==> src/design/quad8_shape_function_eval_defines.svh <==
// ----------------------------------------------------------------------------
// quad8 shape function evaluator: assertion macros
// Shared concurrent assertion forms for the design modules.
// ----------------------------------------------------------------------------
`ifndef QUAD8_SHAPE_FUNCTION_EVAL_DEFINES_SVH
`define QUAD8_SHAPE_FUNCTION_EVAL_DEFINES_SVH

// consequent checked in the same cycle
`define Q8SF_ASSERT_SAME(label, clk, rst, ante, cons, msg) \
   label: assert property (@(posedge clk) disable iff (rst) (ante) |-> (cons)) \
      else $error(msg);

// consequent checked in the next cycle
`define Q8SF_ASSERT_NEXT(label, clk, rst, ante, cons, msg) \
   label: assert property (@(posedge clk) disable iff (rst) (ante) |=> (cons)) \
      else $error(msg);

`endif

==> src/design/q8sf_pkg.sv <==
// ----------------------------------------------------------------------------
// q8sf_pkg
// Types, constants and width helpers shared by the quad8 shape function
// evaluator modules.
// ----------------------------------------------------------------------------
package q8sf_pkg;

   // fixed field widths
   localparam int COORD_BITS    = 16;
   localparam int NODE_BITS     = 3;
   localparam int FRAC_BITS_DEF = 14;

   // saturation limits of a 16-bit result field
   localparam int SAT_MAX = 32767;
   localparam int SAT_MIN = -32768;

   // wide scratch width for the truncate and saturate helper
   localparam int WIDE_BITS  = 128;
   localparam int SHAMT_BITS = $clog2(WIDE_BITS);

   typedef logic signed [WIDE_BITS-1:0]  wide_type;
   typedef logic        [SHAMT_BITS-1:0] shamt_type;
   typedef logic signed [COORD_BITS-1:0] field_type;

   // node numbering: corners then midsides
   typedef enum logic [NODE_BITS-1:0] {
      NODE_SW,
      NODE_SE,
      NODE_NE,
      NODE_NW,
      NODE_MID_S,
      NODE_MID_E,
      NODE_MID_N,
      NODE_MID_W
   } node_type;

   // offset applied to a product: p, -p, p - 1.0^2, 1.0^2 - p
   typedef enum logic [1:0] {
      OFS_PASS,
      OFS_NEG,
      OFS_LESS_ONE,
      OFS_ONE_LESS
   } ofs_type;

   // scale-back amount: frac, frac + 1, frac + 2 bits
   typedef enum logic [1:0] {
      SH_F0,
      SH_F1,
      SH_F2
   } shift_type;

   // per-node control that travels down the pipeline
   typedef struct packed {
      node_type  node;
      logic      last;
      ofs_type   ofs_val;
      shift_type sh_val;
      ofs_type   ofs_dx;
      shift_type sh_dx;
      ofs_type   ofs_de;
      shift_type sh_de;
   } ctrl_type;

   // operand width: holds 1.0 +/- a coordinate and 2x +/- y sums
   function automatic int op_width(input int frac);
      return ((frac > 15) ? frac : 15) + 3;
   endfunction

   function automatic int prod_width(input int frac);
      return 2 * op_width(frac);
   endfunction

   // product plus offset by 1.0^2
   function automatic int sum_width(input int frac);
      return prod_width(frac) + 1;
   endfunction

   // first value product after scale-back
   function automatic int t_width(input int frac);
      return sum_width(frac) - frac;
   endfunction

   function automatic int fin_width(input int frac);
      return t_width(frac) + op_width(frac);
   endfunction

   // shift amount for a scale-back code
   function automatic shamt_type shift_amt(input shift_type code, input int frac);
      shamt_type amt;
      unique case (code)
         SH_F0:   amt = SHAMT_BITS'(frac);
         SH_F1:   amt = SHAMT_BITS'(frac + 1);
         SH_F2:   amt = SHAMT_BITS'(frac + 2);
         default: amt = SHAMT_BITS'(frac);
      endcase
      return amt;
   endfunction

   // divide by 2^sh rounding toward zero, then clamp to a 16-bit field
   function automatic field_type trunc_sat(input wide_type v, input shamt_type sh);
      wide_type         q;
      wide_type         hi;
      wide_type         lo;
      logic [WIDE_BITS-1:0] mask;
      field_type        r;
      hi   = WIDE_BITS'(SAT_MAX);
      lo   = WIDE_BITS'(SAT_MIN);
      mask = (WIDE_BITS'(1) << sh) - WIDE_BITS'(1);
      q    = v >>> sh;
      if (v[WIDE_BITS-1] && (|(v & mask))) begin
         q = q + WIDE_BITS'(1);
      end
      if (q > hi) begin
         r = COORD_BITS'(SAT_MAX);
      end else if (q < lo) begin
         r = COORD_BITS'(SAT_MIN);
      end else begin
         r = COORD_BITS'(q);
      end
      return r;
   endfunction

endpackage

==> src/design/q8sf_issue.sv <==
// ----------------------------------------------------------------------------
// q8sf_issue
// Takes a coordinate request, then walks the eight nodes one per cycle when
// not stalled, registering multiplier operands and control for each node.
// ----------------------------------------------------------------------------
`include "quad8_shape_function_eval_defines.svh"

module q8sf_issue #(
   parameter  int FRAC_BITS = q8sf_pkg::FRAC_BITS_DEF,
   localparam int OPW       = q8sf_pkg::op_width(FRAC_BITS)
) (
   input  logic                                 clock,
   input  logic                                 reset,
   input  logic                                 req_valid,
   output logic                                 req_ready,
   input  logic signed [q8sf_pkg::COORD_BITS-1:0] req_xi_coord,
   input  logic signed [q8sf_pkg::COORD_BITS-1:0] req_eta_coord,
   output logic                                 op_valid,
   input  logic                                 op_ready,
   output logic signed [OPW-1:0]                op_a1,
   output logic signed [OPW-1:0]                op_b1,
   output logic signed [OPW-1:0]                op_c1,
   output logic signed [OPW-1:0]                op_a2,
   output logic signed [OPW-1:0]                op_b2,
   output logic signed [OPW-1:0]                op_a3,
   output logic signed [OPW-1:0]                op_b3,
   output q8sf_pkg::ctrl_type                   op_ctrl
);

   localparam logic signed [OPW-1:0] ONE = OPW'(1) << FRAC_BITS;

   logic                                   busy_ff, busy_in;
   q8sf_pkg::node_type                     node_ff, node_in;
   logic signed [q8sf_pkg::COORD_BITS-1:0] x_ff, x_in, e_ff, e_in;
   logic                                   op_valid_ff;
   logic signed [OPW-1:0]                  a1_ff, b1_ff, c1_ff, a2_ff, b2_ff, a3_ff, b3_ff;
   logic signed [OPW-1:0]                  a1_in, b1_in, c1_in, a2_in, b2_in, a3_in, b3_in;
   q8sf_pkg::ctrl_type                     ctrl_ff, ctrl_in;

   logic                  slot_ready, emit, last_emit, accept;
   logic signed [OPW-1:0] xs, es, xm, xp, em, ep;
   logic signed [OPW-1:0] x2e_p, x2e_m, e2x_p, e2x_m, xm1, em1;
   logic signed [OPW-1:0] c_sw, c_se, c_ne, c_nw;

   // sequencer handshake
   assign slot_ready = !op_valid_ff || op_ready;
   assign emit       = busy_ff && slot_ready;
   assign last_emit  = emit && (node_ff == q8sf_pkg::NODE_MID_W);
   assign req_ready  = !busy_ff || last_emit;
   assign accept     = req_valid && req_ready;

   always_comb begin
      busy_in = busy_ff;
      node_in = node_ff;
      x_in    = x_ff;
      e_in    = e_ff;
      if (accept) begin
         busy_in = 1'b1;
         node_in = q8sf_pkg::NODE_SW;
         x_in    = req_xi_coord;
         e_in    = req_eta_coord;
      end else if (emit) begin
         busy_in = !last_emit;
         node_in = q8sf_pkg::node_type'(node_ff + 1'b1);
      end
   end

   // common sums of the coordinates
   assign xs    = OPW'(x_ff);
   assign es    = OPW'(e_ff);
   assign xm    = ONE - xs;
   assign xp    = ONE + xs;
   assign em    = ONE - es;
   assign ep    = ONE + es;
   assign x2e_p = xs + xs + es;
   assign x2e_m = xs + xs - es;
   assign e2x_p = es + es + xs;
   assign e2x_m = es + es - xs;
   assign xm1   = xs - ONE;
   assign em1   = es - ONE;
   assign c_sw  = -xs - es - ONE;
   assign c_se  = xs - es - ONE;
   assign c_ne  = xs + es - ONE;
   assign c_nw  = es - xs - ONE;

   // operand table per node
   always_comb begin
      a1_in           = xm;
      b1_in           = em;
      c1_in           = c_sw;
      a2_in           = em;
      b2_in           = x2e_p;
      a3_in           = xm;
      b3_in           = e2x_p;
      ctrl_in.node    = node_ff;
      ctrl_in.last    = (node_ff == q8sf_pkg::NODE_MID_W);
      ctrl_in.ofs_val = q8sf_pkg::OFS_PASS;
      ctrl_in.sh_val  = q8sf_pkg::SH_F2;
      ctrl_in.ofs_dx  = q8sf_pkg::OFS_PASS;
      ctrl_in.sh_dx   = q8sf_pkg::SH_F2;
      ctrl_in.ofs_de  = q8sf_pkg::OFS_PASS;
      ctrl_in.sh_de   = q8sf_pkg::SH_F2;
      unique case (node_ff)
         q8sf_pkg::NODE_SW: begin
            a1_in = xm; b1_in = em; c1_in = c_sw;
            a2_in = em; b2_in = x2e_p;
            a3_in = xm; b3_in = e2x_p;
         end
         q8sf_pkg::NODE_SE: begin
            a1_in = xp; b1_in = em; c1_in = c_se;
            a2_in = em; b2_in = x2e_m;
            a3_in = xp; b3_in = e2x_m;
         end
         q8sf_pkg::NODE_NE: begin
            a1_in = xp; b1_in = ep; c1_in = c_ne;
            a2_in = ep; b2_in = x2e_p;
            a3_in = xp; b3_in = e2x_p;
         end
         q8sf_pkg::NODE_NW: begin
            a1_in = xm; b1_in = ep; c1_in = c_nw;
            a2_in = ep; b2_in = x2e_m;
            a3_in = xm; b3_in = e2x_m;
         end
         q8sf_pkg::NODE_MID_S: begin
            a1_in = xs; b1_in = xs; c1_in = em;
            a2_in = xs; b2_in = em1;
            a3_in = xs; b3_in = xs;
            ctrl_in.ofs_val = q8sf_pkg::OFS_ONE_LESS;
            ctrl_in.sh_val  = q8sf_pkg::SH_F1;
            ctrl_in.sh_dx   = q8sf_pkg::SH_F0;
            ctrl_in.ofs_de  = q8sf_pkg::OFS_LESS_ONE;
            ctrl_in.sh_de   = q8sf_pkg::SH_F1;
         end
         q8sf_pkg::NODE_MID_E: begin
            a1_in = es; b1_in = es; c1_in = xp;
            a2_in = es; b2_in = es;
            a3_in = xp; b3_in = es;
            ctrl_in.ofs_val = q8sf_pkg::OFS_ONE_LESS;
            ctrl_in.sh_val  = q8sf_pkg::SH_F1;
            ctrl_in.ofs_dx  = q8sf_pkg::OFS_ONE_LESS;
            ctrl_in.sh_dx   = q8sf_pkg::SH_F1;
            ctrl_in.ofs_de  = q8sf_pkg::OFS_NEG;
            ctrl_in.sh_de   = q8sf_pkg::SH_F0;
         end
         q8sf_pkg::NODE_MID_N: begin
            a1_in = xs; b1_in = xs; c1_in = ep;
            a2_in = xs; b2_in = ep;
            a3_in = xs; b3_in = xs;
            ctrl_in.ofs_val = q8sf_pkg::OFS_ONE_LESS;
            ctrl_in.sh_val  = q8sf_pkg::SH_F1;
            ctrl_in.ofs_dx  = q8sf_pkg::OFS_NEG;
            ctrl_in.sh_dx   = q8sf_pkg::SH_F0;
            ctrl_in.ofs_de  = q8sf_pkg::OFS_ONE_LESS;
            ctrl_in.sh_de   = q8sf_pkg::SH_F1;
         end
         q8sf_pkg::NODE_MID_W: begin
            a1_in = es; b1_in = es; c1_in = xm;
            a2_in = es; b2_in = es;
            a3_in = xm1; b3_in = es;
            ctrl_in.ofs_val = q8sf_pkg::OFS_ONE_LESS;
            ctrl_in.sh_val  = q8sf_pkg::SH_F1;
            ctrl_in.ofs_dx  = q8sf_pkg::OFS_LESS_ONE;
            ctrl_in.sh_dx   = q8sf_pkg::SH_F1;
            ctrl_in.sh_de   = q8sf_pkg::SH_F0;
         end
      endcase
   end

   // sequencer state and operand register
   always_ff @(posedge clock) begin
      if (reset) begin
         busy_ff     <= 1'b0;
         node_ff     <= q8sf_pkg::NODE_SW;
         op_valid_ff <= 1'b0;
      end else begin
         busy_ff <= busy_in;
         node_ff <= node_in;
         if (slot_ready) begin
            op_valid_ff <= busy_ff;
         end
      end
      x_ff <= x_in;
      e_ff <= e_in;
      if (slot_ready) begin
         a1_ff   <= a1_in;
         b1_ff   <= b1_in;
         c1_ff   <= c1_in;
         a2_ff   <= a2_in;
         b2_ff   <= b2_in;
         a3_ff   <= a3_in;
         b3_ff   <= b3_in;
         ctrl_ff <= ctrl_in;
      end
   end

   assign op_valid = op_valid_ff;
   assign op_a1    = a1_ff;
   assign op_b1    = b1_ff;
   assign op_c1    = c1_ff;
   assign op_a2    = a2_ff;
   assign op_b2    = b2_ff;
   assign op_a3    = a3_ff;
   assign op_b3    = b3_ff;
   assign op_ctrl  = ctrl_ff;

   `Q8SF_ASSERT_NEXT(a_accept_starts_run, clock, reset, accept, busy_ff && (node_ff == q8sf_pkg::NODE_SW), "accepted request did not start at the first node")
   `Q8SF_ASSERT_SAME(a_ready_only_at_end, clock, reset, busy_ff && req_ready, last_emit && (node_ff == q8sf_pkg::NODE_MID_W), "request taken before the last node was issued")

endmodule

==> src/design/q8sf_term.sv <==
// ----------------------------------------------------------------------------
// q8sf_term
// Two stages: the three operand products, then offset by 1.0^2, scale-back
// of the first value factor, and final scale and clamp of both derivatives.
// ----------------------------------------------------------------------------
module q8sf_term #(
   parameter  int FRAC_BITS = q8sf_pkg::FRAC_BITS_DEF,
   localparam int OPW       = q8sf_pkg::op_width(FRAC_BITS),
   localparam int TW        = q8sf_pkg::t_width(FRAC_BITS)
) (
   input  logic                  clock,
   input  logic                  reset,
   input  logic                  up_valid,
   output logic                  up_ready,
   input  logic signed [OPW-1:0] up_a1,
   input  logic signed [OPW-1:0] up_b1,
   input  logic signed [OPW-1:0] up_c1,
   input  logic signed [OPW-1:0] up_a2,
   input  logic signed [OPW-1:0] up_b2,
   input  logic signed [OPW-1:0] up_a3,
   input  logic signed [OPW-1:0] up_b3,
   input  q8sf_pkg::ctrl_type    up_ctrl,
   output logic                  dn_valid,
   input  logic                  dn_ready,
   output logic signed [TW-1:0]  dn_t,
   output logic signed [OPW-1:0] dn_c,
   output q8sf_pkg::field_type   dn_dx,
   output q8sf_pkg::field_type   dn_de,
   output q8sf_pkg::ctrl_type    dn_ctrl
);

   localparam int PW = q8sf_pkg::prod_width(FRAC_BITS);
   localparam int SW = q8sf_pkg::sum_width(FRAC_BITS);
   localparam logic signed [SW-1:0] ONE_SQ = SW'(1) << (2 * FRAC_BITS);
   localparam logic signed [SW-1:0] MASK_F = (SW'(1) << FRAC_BITS) - SW'(1);

   // product plus offset
   function automatic logic signed [SW-1:0] apply_ofs(input logic signed [PW-1:0] p,
                                                      input q8sf_pkg::ofs_type m);
      logic signed [SW-1:0] pw;
      logic signed [SW-1:0] r;
      pw = SW'(p);
      unique case (m)
         q8sf_pkg::OFS_PASS:     r = pw;
         q8sf_pkg::OFS_NEG:      r = -pw;
         q8sf_pkg::OFS_LESS_ONE: r = pw - ONE_SQ;
         q8sf_pkg::OFS_ONE_LESS: r = ONE_SQ - pw;
      endcase
      return r;
   endfunction

   logic                 v2_ff, v3_ff, s2_ready, s3_ready;
   logic signed [PW-1:0] p1_ff, p2_ff, p3_ff, p1_in, p2_in, p3_in;
   logic signed [OPW-1:0] c2_ff, c3_ff;
   q8sf_pkg::ctrl_type   ctrl2_ff, ctrl3_ff;
   logic signed [SW-1:0] s1, s2, s3, s1_bias;
   logic signed [TW-1:0] t_ff, t_in;
   q8sf_pkg::field_type  dx_ff, dx_in, de_ff, de_in;

   // stage handshake
   assign s3_ready = !v3_ff || dn_ready;
   assign s2_ready = !v2_ff || s3_ready;
   assign up_ready = s2_ready;

   // operand products
   assign p1_in = PW'(up_a1) * PW'(up_b1);
   assign p2_in = PW'(up_a2) * PW'(up_b2);
   assign p3_in = PW'(up_a3) * PW'(up_b3);

   // offsets, value factor scale-back, derivative scale and clamp
   assign s1      = apply_ofs(p1_ff, ctrl2_ff.ofs_val);
   assign s2      = apply_ofs(p2_ff, ctrl2_ff.ofs_dx);
   assign s3      = apply_ofs(p3_ff, ctrl2_ff.ofs_de);
   assign s1_bias = s1[SW-1] ? MASK_F : '0;
   assign t_in    = TW'((s1 + s1_bias) >>> FRAC_BITS);
   assign dx_in   = q8sf_pkg::trunc_sat(q8sf_pkg::wide_type'(s2),
                       q8sf_pkg::shift_amt(ctrl2_ff.sh_dx, FRAC_BITS));
   assign de_in   = q8sf_pkg::trunc_sat(q8sf_pkg::wide_type'(s3),
                       q8sf_pkg::shift_amt(ctrl2_ff.sh_de, FRAC_BITS));

   always_ff @(posedge clock) begin
      if (reset) begin
         v2_ff <= 1'b0;
         v3_ff <= 1'b0;
      end else begin
         if (s2_ready) begin
            v2_ff <= up_valid;
         end
         if (s3_ready) begin
            v3_ff <= v2_ff;
         end
      end
      if (s2_ready) begin
         p1_ff    <= p1_in;
         p2_ff    <= p2_in;
         p3_ff    <= p3_in;
         c2_ff    <= up_c1;
         ctrl2_ff <= up_ctrl;
      end
      if (s3_ready) begin
         t_ff     <= t_in;
         dx_ff    <= dx_in;
         de_ff    <= de_in;
         c3_ff    <= c2_ff;
         ctrl3_ff <= ctrl2_ff;
      end
   end

   assign dn_valid = v3_ff;
   assign dn_t     = t_ff;
   assign dn_c     = c3_ff;
   assign dn_dx    = dx_ff;
   assign dn_de    = de_ff;
   assign dn_ctrl  = ctrl3_ff;

endmodule

==> src/design/q8sf_final.sv <==
// ----------------------------------------------------------------------------
// q8sf_final
// Second value product, then scale and clamp into the response register.
// ----------------------------------------------------------------------------
`include "quad8_shape_function_eval_defines.svh"

module q8sf_final #(
   parameter  int FRAC_BITS = q8sf_pkg::FRAC_BITS_DEF,
   localparam int OPW       = q8sf_pkg::op_width(FRAC_BITS),
   localparam int TW        = q8sf_pkg::t_width(FRAC_BITS)
) (
   input  logic                                  clock,
   input  logic                                  reset,
   input  logic                                  up_valid,
   output logic                                  up_ready,
   input  logic signed [TW-1:0]                  up_t,
   input  logic signed [OPW-1:0]                 up_c,
   input  q8sf_pkg::field_type                   up_dx,
   input  q8sf_pkg::field_type                   up_de,
   input  q8sf_pkg::ctrl_type                    up_ctrl,
   output logic                                  rsp_valid,
   input  logic                                  rsp_ready,
   output logic [q8sf_pkg::NODE_BITS-1:0]        rsp_node_index,
   output logic signed [q8sf_pkg::COORD_BITS-1:0] rsp_shape_value,
   output logic signed [q8sf_pkg::COORD_BITS-1:0] rsp_deriv_xi,
   output logic signed [q8sf_pkg::COORD_BITS-1:0] rsp_deriv_eta,
   output logic                                  rsp_last_node
);

   localparam int P4W = q8sf_pkg::fin_width(FRAC_BITS);

   logic                  v4_ff, v5_ff, s4_ready, s5_ready;
   logic signed [P4W-1:0] p4_ff, p4_in;
   q8sf_pkg::field_type   dx4_ff, de4_ff, val5_ff, val5_in, dx5_ff, de5_ff;
   q8sf_pkg::ctrl_type    ctrl4_ff, ctrl5_ff;

   // stage handshake
   assign s5_ready = !v5_ff || rsp_ready;
   assign s4_ready = !v4_ff || s5_ready;
   assign up_ready = s4_ready;

   // third value factor, then scale and clamp
   assign p4_in   = P4W'(up_t) * P4W'(up_c);
   assign val5_in = q8sf_pkg::trunc_sat(q8sf_pkg::wide_type'(p4_ff),
                       q8sf_pkg::shift_amt(ctrl4_ff.sh_val, FRAC_BITS));

   always_ff @(posedge clock) begin
      if (reset) begin
         v4_ff <= 1'b0;
         v5_ff <= 1'b0;
      end else begin
         if (s4_ready) begin
            v4_ff <= up_valid;
         end
         if (s5_ready) begin
            v5_ff <= v4_ff;
         end
      end
      if (s4_ready) begin
         p4_ff    <= p4_in;
         dx4_ff   <= up_dx;
         de4_ff   <= up_de;
         ctrl4_ff <= up_ctrl;
      end
      if (s5_ready) begin
         val5_ff  <= val5_in;
         dx5_ff   <= dx4_ff;
         de5_ff   <= de4_ff;
         ctrl5_ff <= ctrl4_ff;
      end
   end

   assign rsp_valid       = v5_ff;
   assign rsp_node_index  = ctrl5_ff.node;
   assign rsp_shape_value = val5_ff;
   assign rsp_deriv_xi    = dx5_ff;
   assign rsp_deriv_eta   = de5_ff;
   assign rsp_last_node   = ctrl5_ff.last;

   `Q8SF_ASSERT_SAME(a_last_flag_node, clock, reset, rsp_valid, rsp_last_node == (ctrl5_ff.node == q8sf_pkg::NODE_MID_W), "last flag does not match the final node")

endmodule

==> src/design/quad8_shape_function_eval.sv <==
// ----------------------------------------------------------------------------
// quad8_shape_function_eval
// Eight-node serendipity quadrilateral shape functions and their xi and eta
// partials at one natural coordinate pair, signed fixed point.
// ----------------------------------------------------------------------------
// Each request carries one (xi, eta) pair and yields eight responses, node 0
// through 7 (corners, then midsides), with the last one flagged. A node
// sequencer issues one node per cycle, while the response side keeps up,
// into a five-stage pipeline (operands, products, offset and scale, second
// value product, scale and clamp into the response register). The next
// request is taken in the same cycle that the eighth node of the previous
// one is issued. Values are rounded toward zero and clamped to 16 bits.
module quad8_shape_function_eval #(
   parameter int FRAC_BITS = q8sf_pkg::FRAC_BITS_DEF
) (
   input  logic                                  clock,
   input  logic                                  reset,
   input  logic                                  req_valid,
   output logic                                  req_ready,
   input  logic signed [q8sf_pkg::COORD_BITS-1:0] req_xi_coord,
   input  logic signed [q8sf_pkg::COORD_BITS-1:0] req_eta_coord,
   output logic                                  rsp_valid,
   input  logic                                  rsp_ready,
   output logic [q8sf_pkg::NODE_BITS-1:0]        rsp_node_index,
   output logic signed [q8sf_pkg::COORD_BITS-1:0] rsp_shape_value,
   output logic signed [q8sf_pkg::COORD_BITS-1:0] rsp_deriv_xi,
   output logic signed [q8sf_pkg::COORD_BITS-1:0] rsp_deriv_eta,
   output logic                                  rsp_last_node
);

   localparam int OPW = q8sf_pkg::op_width(FRAC_BITS);
   localparam int TW  = q8sf_pkg::t_width(FRAC_BITS);

   logic                  op_valid, op_ready;
   logic signed [OPW-1:0] op_a1, op_b1, op_c1, op_a2, op_b2, op_a3, op_b3;
   q8sf_pkg::ctrl_type    op_ctrl;

   logic                  tm_valid, tm_ready;
   logic signed [TW-1:0]  tm_t;
   logic signed [OPW-1:0] tm_c;
   q8sf_pkg::field_type   tm_dx, tm_de;
   q8sf_pkg::ctrl_type    tm_ctrl;

   // node sequencer and operand register
   q8sf_issue #(.FRAC_BITS(FRAC_BITS)) u_issue (
      .clock         (clock),
      .reset         (reset),
      .req_valid     (req_valid),
      .req_ready     (req_ready),
      .req_xi_coord  (req_xi_coord),
      .req_eta_coord (req_eta_coord),
      .op_valid      (op_valid),
      .op_ready      (op_ready),
      .op_a1         (op_a1),
      .op_b1         (op_b1),
      .op_c1         (op_c1),
      .op_a2         (op_a2),
      .op_b2         (op_b2),
      .op_a3         (op_a3),
      .op_b3         (op_b3),
      .op_ctrl       (op_ctrl)
   );

   // products and derivative scaling
   q8sf_term #(.FRAC_BITS(FRAC_BITS)) u_term (
      .clock    (clock),
      .reset    (reset),
      .up_valid (op_valid),
      .up_ready (op_ready),
      .up_a1    (op_a1),
      .up_b1    (op_b1),
      .up_c1    (op_c1),
      .up_a2    (op_a2),
      .up_b2    (op_b2),
      .up_a3    (op_a3),
      .up_b3    (op_b3),
      .up_ctrl  (op_ctrl),
      .dn_valid (tm_valid),
      .dn_ready (tm_ready),
      .dn_t     (tm_t),
      .dn_c     (tm_c),
      .dn_dx    (tm_dx),
      .dn_de    (tm_de),
      .dn_ctrl  (tm_ctrl)
   );

   // value product and response register
   q8sf_final #(.FRAC_BITS(FRAC_BITS)) u_final (
      .clock           (clock),
      .reset           (reset),
      .up_valid        (tm_valid),
      .up_ready        (tm_ready),
      .up_t            (tm_t),
      .up_c            (tm_c),
      .up_dx           (tm_dx),
      .up_de           (tm_de),
      .up_ctrl         (tm_ctrl),
      .rsp_valid       (rsp_valid),
      .rsp_ready       (rsp_ready),
      .rsp_node_index  (rsp_node_index),
      .rsp_shape_value (rsp_shape_value),
      .rsp_deriv_xi    (rsp_deriv_xi),
      .rsp_deriv_eta   (rsp_deriv_eta),
      .rsp_last_node   (rsp_last_node)
   );

endmodule

==> config.mk <==
export PLATFORM = sky130hd
export DESIGN_NAME = quad8_shape_function_eval
export DESIGN_NICKNAME = d
export VERILOG_FILES = /design/src/design/q8sf_pkg.sv /design/src/design/q8sf_issue.sv /design/src/design/q8sf_term.sv /design/src/design/q8sf_final.sv /design/src/design/quad8_shape_function_eval.sv
export VERILOG_INCLUDE_DIRS = /design/src /design/src/design
export SDC_FILE = /design/constraint.sdc
export NUM_CORES = 2
export LEC_CHECK = 0
export BUFFER_PORTS_ARGS = -buffer_cell sky130_fd_sc_hd__buf_4
export CORE_AREA = 2 2 415 417
export CTS_CLUSTER_DIAMETER = 200
export DETAILED_ROUTE_END_ITERATION = 12
export DIE_AREA = 0 0 417 419
export PLACE_DENSITY = 0.65
export REMOVE_ABC_BUFFERS = 1
export SYNTH_ARGS = -nofsm -noshare
export SYNTH_HDL_FRONTEND = slang
export SYNTH_SLANG_ARGS = --single-unit
export TNS_END_PERCENT = 10
==> constraint.sdc <==
create_clock -name clock -period 9.56 [get_ports clock]
set_input_delay 0.956 -clock clock [delete_from_list [all_inputs] [get_ports clock]]
set_output_delay 0.956 -clock clock [all_outputs]
set_load 0.02 [all_outputs]
==> impl_metrics.ini <==
[detailed_routing]
drtIter0Drc = 5294
vias_per_cell = 5.74
drtPass1Iterations = 7
wire_per_inst_um = 20.2
drt_wl_total_mm = 224
vias = 63900
remaining_drc_errors = 0
ant_nets = 0

[floorplan]
die_height_um = 419
io_pins = 90
start_util_pct = 49.6
rows = 152
fp.dieW_um = 417
core_um2 = 171000
die_area_um2 = 175000

[critical_path]
crit_path_start_kind = flip-flop
timing.rr.end = u_final.p4_ff[40]$_DFFE_PP_
criticalPathCategory = reg2reg
arrival_ns = 9.15
path_common_cell = fa_1
critical_path_required_ns = 9.96
path_max_fanout = 23
worstReg2RegStart = u_term.dn_c[8]$_DFFE_PP_
crit_slowest_cell = edfxtp_1
path_cells = nand2_1 -> fa_1 -> inv_1 -> fa_1 -> fa_1 -> fa_1 -> inv_1 -> fa_1 -> inv_1 -> fa_1 -> ha_1 -> nand2_1 -> or2_2 -> o31ai_1 -> a41o_1 -> o21ai_0 -> nor4bb_1 -> o2111ai_1 -> a21boi_0 -> o21ai_0 -> a2111oi_0 -> a21oi_1 -> xnor2_1
reg2reg_slack_ns = 0.81
end_kind = flip-flop
cpPeakStageDelay_ns = 0.94
r2r_cells = 23

[finish]
fin_util_pct = 52.4
n_fill_cell = 15400
layout_common_cells = inv_1, fa_1, nand2_1
drive_gt1_share_pct = 4.50
final_common_cell = inv_1
fin_nets = 10900
syn_to_final_growth_pct = 5.61

[cts]
clock_sinks = 506
cts_made_buffers = 68
cts_buffer_depth = 3
clkLatencyLatePin_ns = 0.73
postCtsHoldBufs = 0
cts_htree_levels = 3
cts_tree = built
cts_setup_buffers = 0
ctsResizeCount = 0
clk_pin_slew_ns = 0.06
clockRootBuffer = clkbuf_16

[outcome]
failed_checks = max-capacitance violations
status = finished with violations

[yosys]
synth.distinct_cells = 106
syn_inst = 9050
async_flop_share_pct = 0
yosysTopAreaCellShare_pct = 32.4
synth_edf_count = 497
syn_area_per_cell_um2 = 9.35
synth_ff_type = edfxtp_1
synth-seq-cells = 506
synthTopCellsByArea = fa_1, edfxtp_1, ha_1
yosys.area.top_type = fa_1
ys_seq_area_share_pct = 17.8
ys_warn_count = 0
synth_area_um2 = 84700

[timing]
min_period_ns = 8.75
skew_ns = 0.0682
worst_pin_slew_ns = 1.45
layout_setup_ws_ns = 0.807
rsz0062_at_grt = no
setup_viol = 0
post-route-period-util_pct = 91.6
hold_violations = 0
relSlewSlack_pct = 2.00
drv_slew = 0
finalSetupTns_ns = 0
fmax_mhz = 114
holdWs_ns = 0.399

[hold_path]
worstHoldEndpoint = u_issue.e_ff[6]$_DFFE_PP_
hp-class = in2reg
hold_start = req_eta_coord[6]
min_delay_path_depth = 1

[place]
dpl.hpwl_mm = 178
pre_cts_slack_ns = 0.819
gp_congestion = 0.964
portBuffers = 89

[global_route]
overflow = 0
antenna_found_initial = 13
grt_pass1_wl_mm = 361
grt_pass1_vias = 65500
grt_max_degree = 85
grt_use_total_pct = 26.1

[flow_run]
maxCapViolations = 1
## worst max path at each step
stage | slack, ns | from | cells past startpoint | endpoint
after global routing | 0.13 | u_term.dn_c[8]$_DFFE_PP_ | 23 | u_final.p4_ff[40]$_DFFE_PP_
final | 0.81 | u_term.dn_c[8]$_DFFE_PP_ | 23 | u_final.p4_ff[40]$_DFFE_PP_
after detailed placement | 0.82 | u_term.dn_c[8]$_DFFE_PP_ | 23 | u_final.p4_ff[40]$_DFFE_PP_
after global placement | 1.03 | u_term.dn_c[8]$_DFFE_PP_ | 23 | u_final.p4_ff[40]$_DFFE_PP_
after CTS | 0.72 | u_term.dn_c[8]$_DFFE_PP_ | 23 | u_final.p4_ff[40]$_DFFE_PP_
after floorplan | 0.76 | u_final.ctrl4_ff[8]$_DFFE_PP_ | 18 | u_final.rsp_shape_value[0]$_SDFFCE_PN1P_
## worst max-delay path, delay by kind of cell, from the launching register on
family	cells	cell delay, ns
AO/OA/AOI/OAI	8	2.49
XOR/XNOR	1	0.17
buffers and inverters	3	0.18
flip-flops	1	0.94
adder cells (fa/ha/maj)	7	3.46
AND/OR/NAND/NOR	4	1.15
## flip-flops by register name, indices dropped and copies added (netlist names), 17 cells and up
signal and flops:
u_term.dn_c 18, u_issue.op_a3 17, u_term.dn_t 23, u_issue.op_b1 17
u_term.p2_ff 36, u_term.c2_ff 18, u_final.p4_ff 41, u_issue.op_c1 18
u_term.p1_ff 36, u_issue.op_b3 18, u_issue.op_a1 17, u_issue.op_b2 18
u_term.p3_ff 36
## per-stage QoR
stage / instances / area (µm²)
6_report: 11100 / 89400
5_1_grt: 11100 / 89400
4_1_cts: 11100 / 89400
3_5_place_dp: 11000 / 87100
3_3_place_gp: 11000 / 87100
2_1_floorplan: 8597 / 82900
## final cells by class
| cell class | instances | area [µm²] | share of cell area (%) |
|---|---|---|---|
| diodes | 3 | 7.51 | 0.00840 |
| clock buffers | 76 | 1730 | 1.94 |
| clock inverters | 47 | 607 | 0.679 |
| inverters | 1570 | 5890 | 6.59 |
| multi-input cells | 6521 | 62000 | 69.3 |
| flip-flops and latches | 506 | 15100 | 16.9 |
| well taps | 2233 | 2790 | 3.13 |
| repair buffers | 172 | 1290 | 1.44 |
## routing by layer
metal	share of wire (%)	up-vias	GRT usage, %
met5	0.029	-	0
met4	2.9	10	8.02
met3	6.9	363	3.49
met2	47	2180	42.1
met1	43	32400	36.6
li1	-	29000	-
## cell families (layout without fill, tap and decap cells)
kind of cell / count (synthesis) / in the layout / share of synthesized area [%]
XOR/XNOR: 407 / 407 / 4.21
AND/OR/NAND/NOR: 2832 / 2832 / 16.8
flip-flops: 506 / 506 / 17.8
adder cells (fa/ha/maj): 1990 / 1990 / 41.6
other: 1 / 5 / 0.00443
multiplexers: 88 / 88 / 1.12
buffers and inverters: 2024 / 1865 / 9.01
AO/OA/AOI/OAI: 1202 / 1202 / 9.46
## cell usage after synthesis (all sizes together) (39+ instances only)
library cell  count
nor3            144
clkbuf          426
nand2b          123
inv            1564
or3              67
mux2i            55
nor2            326
or2              39
a21o             61
or4              40
o21a             39
nand3           125
xnor2           311
a31oi            46
a21oi           295
nand4            69
xor2             96
edfxtp          497
ha              618
fa             1371
nor4             87
o31ai            39
a211oi           40
o21ai           292
and2            522
nor2b            48
nand2          1094
Power is left out: the tool's default activity adds up to more than one toggle a clock period on the data nets, which glitch-free logic cannot reach.
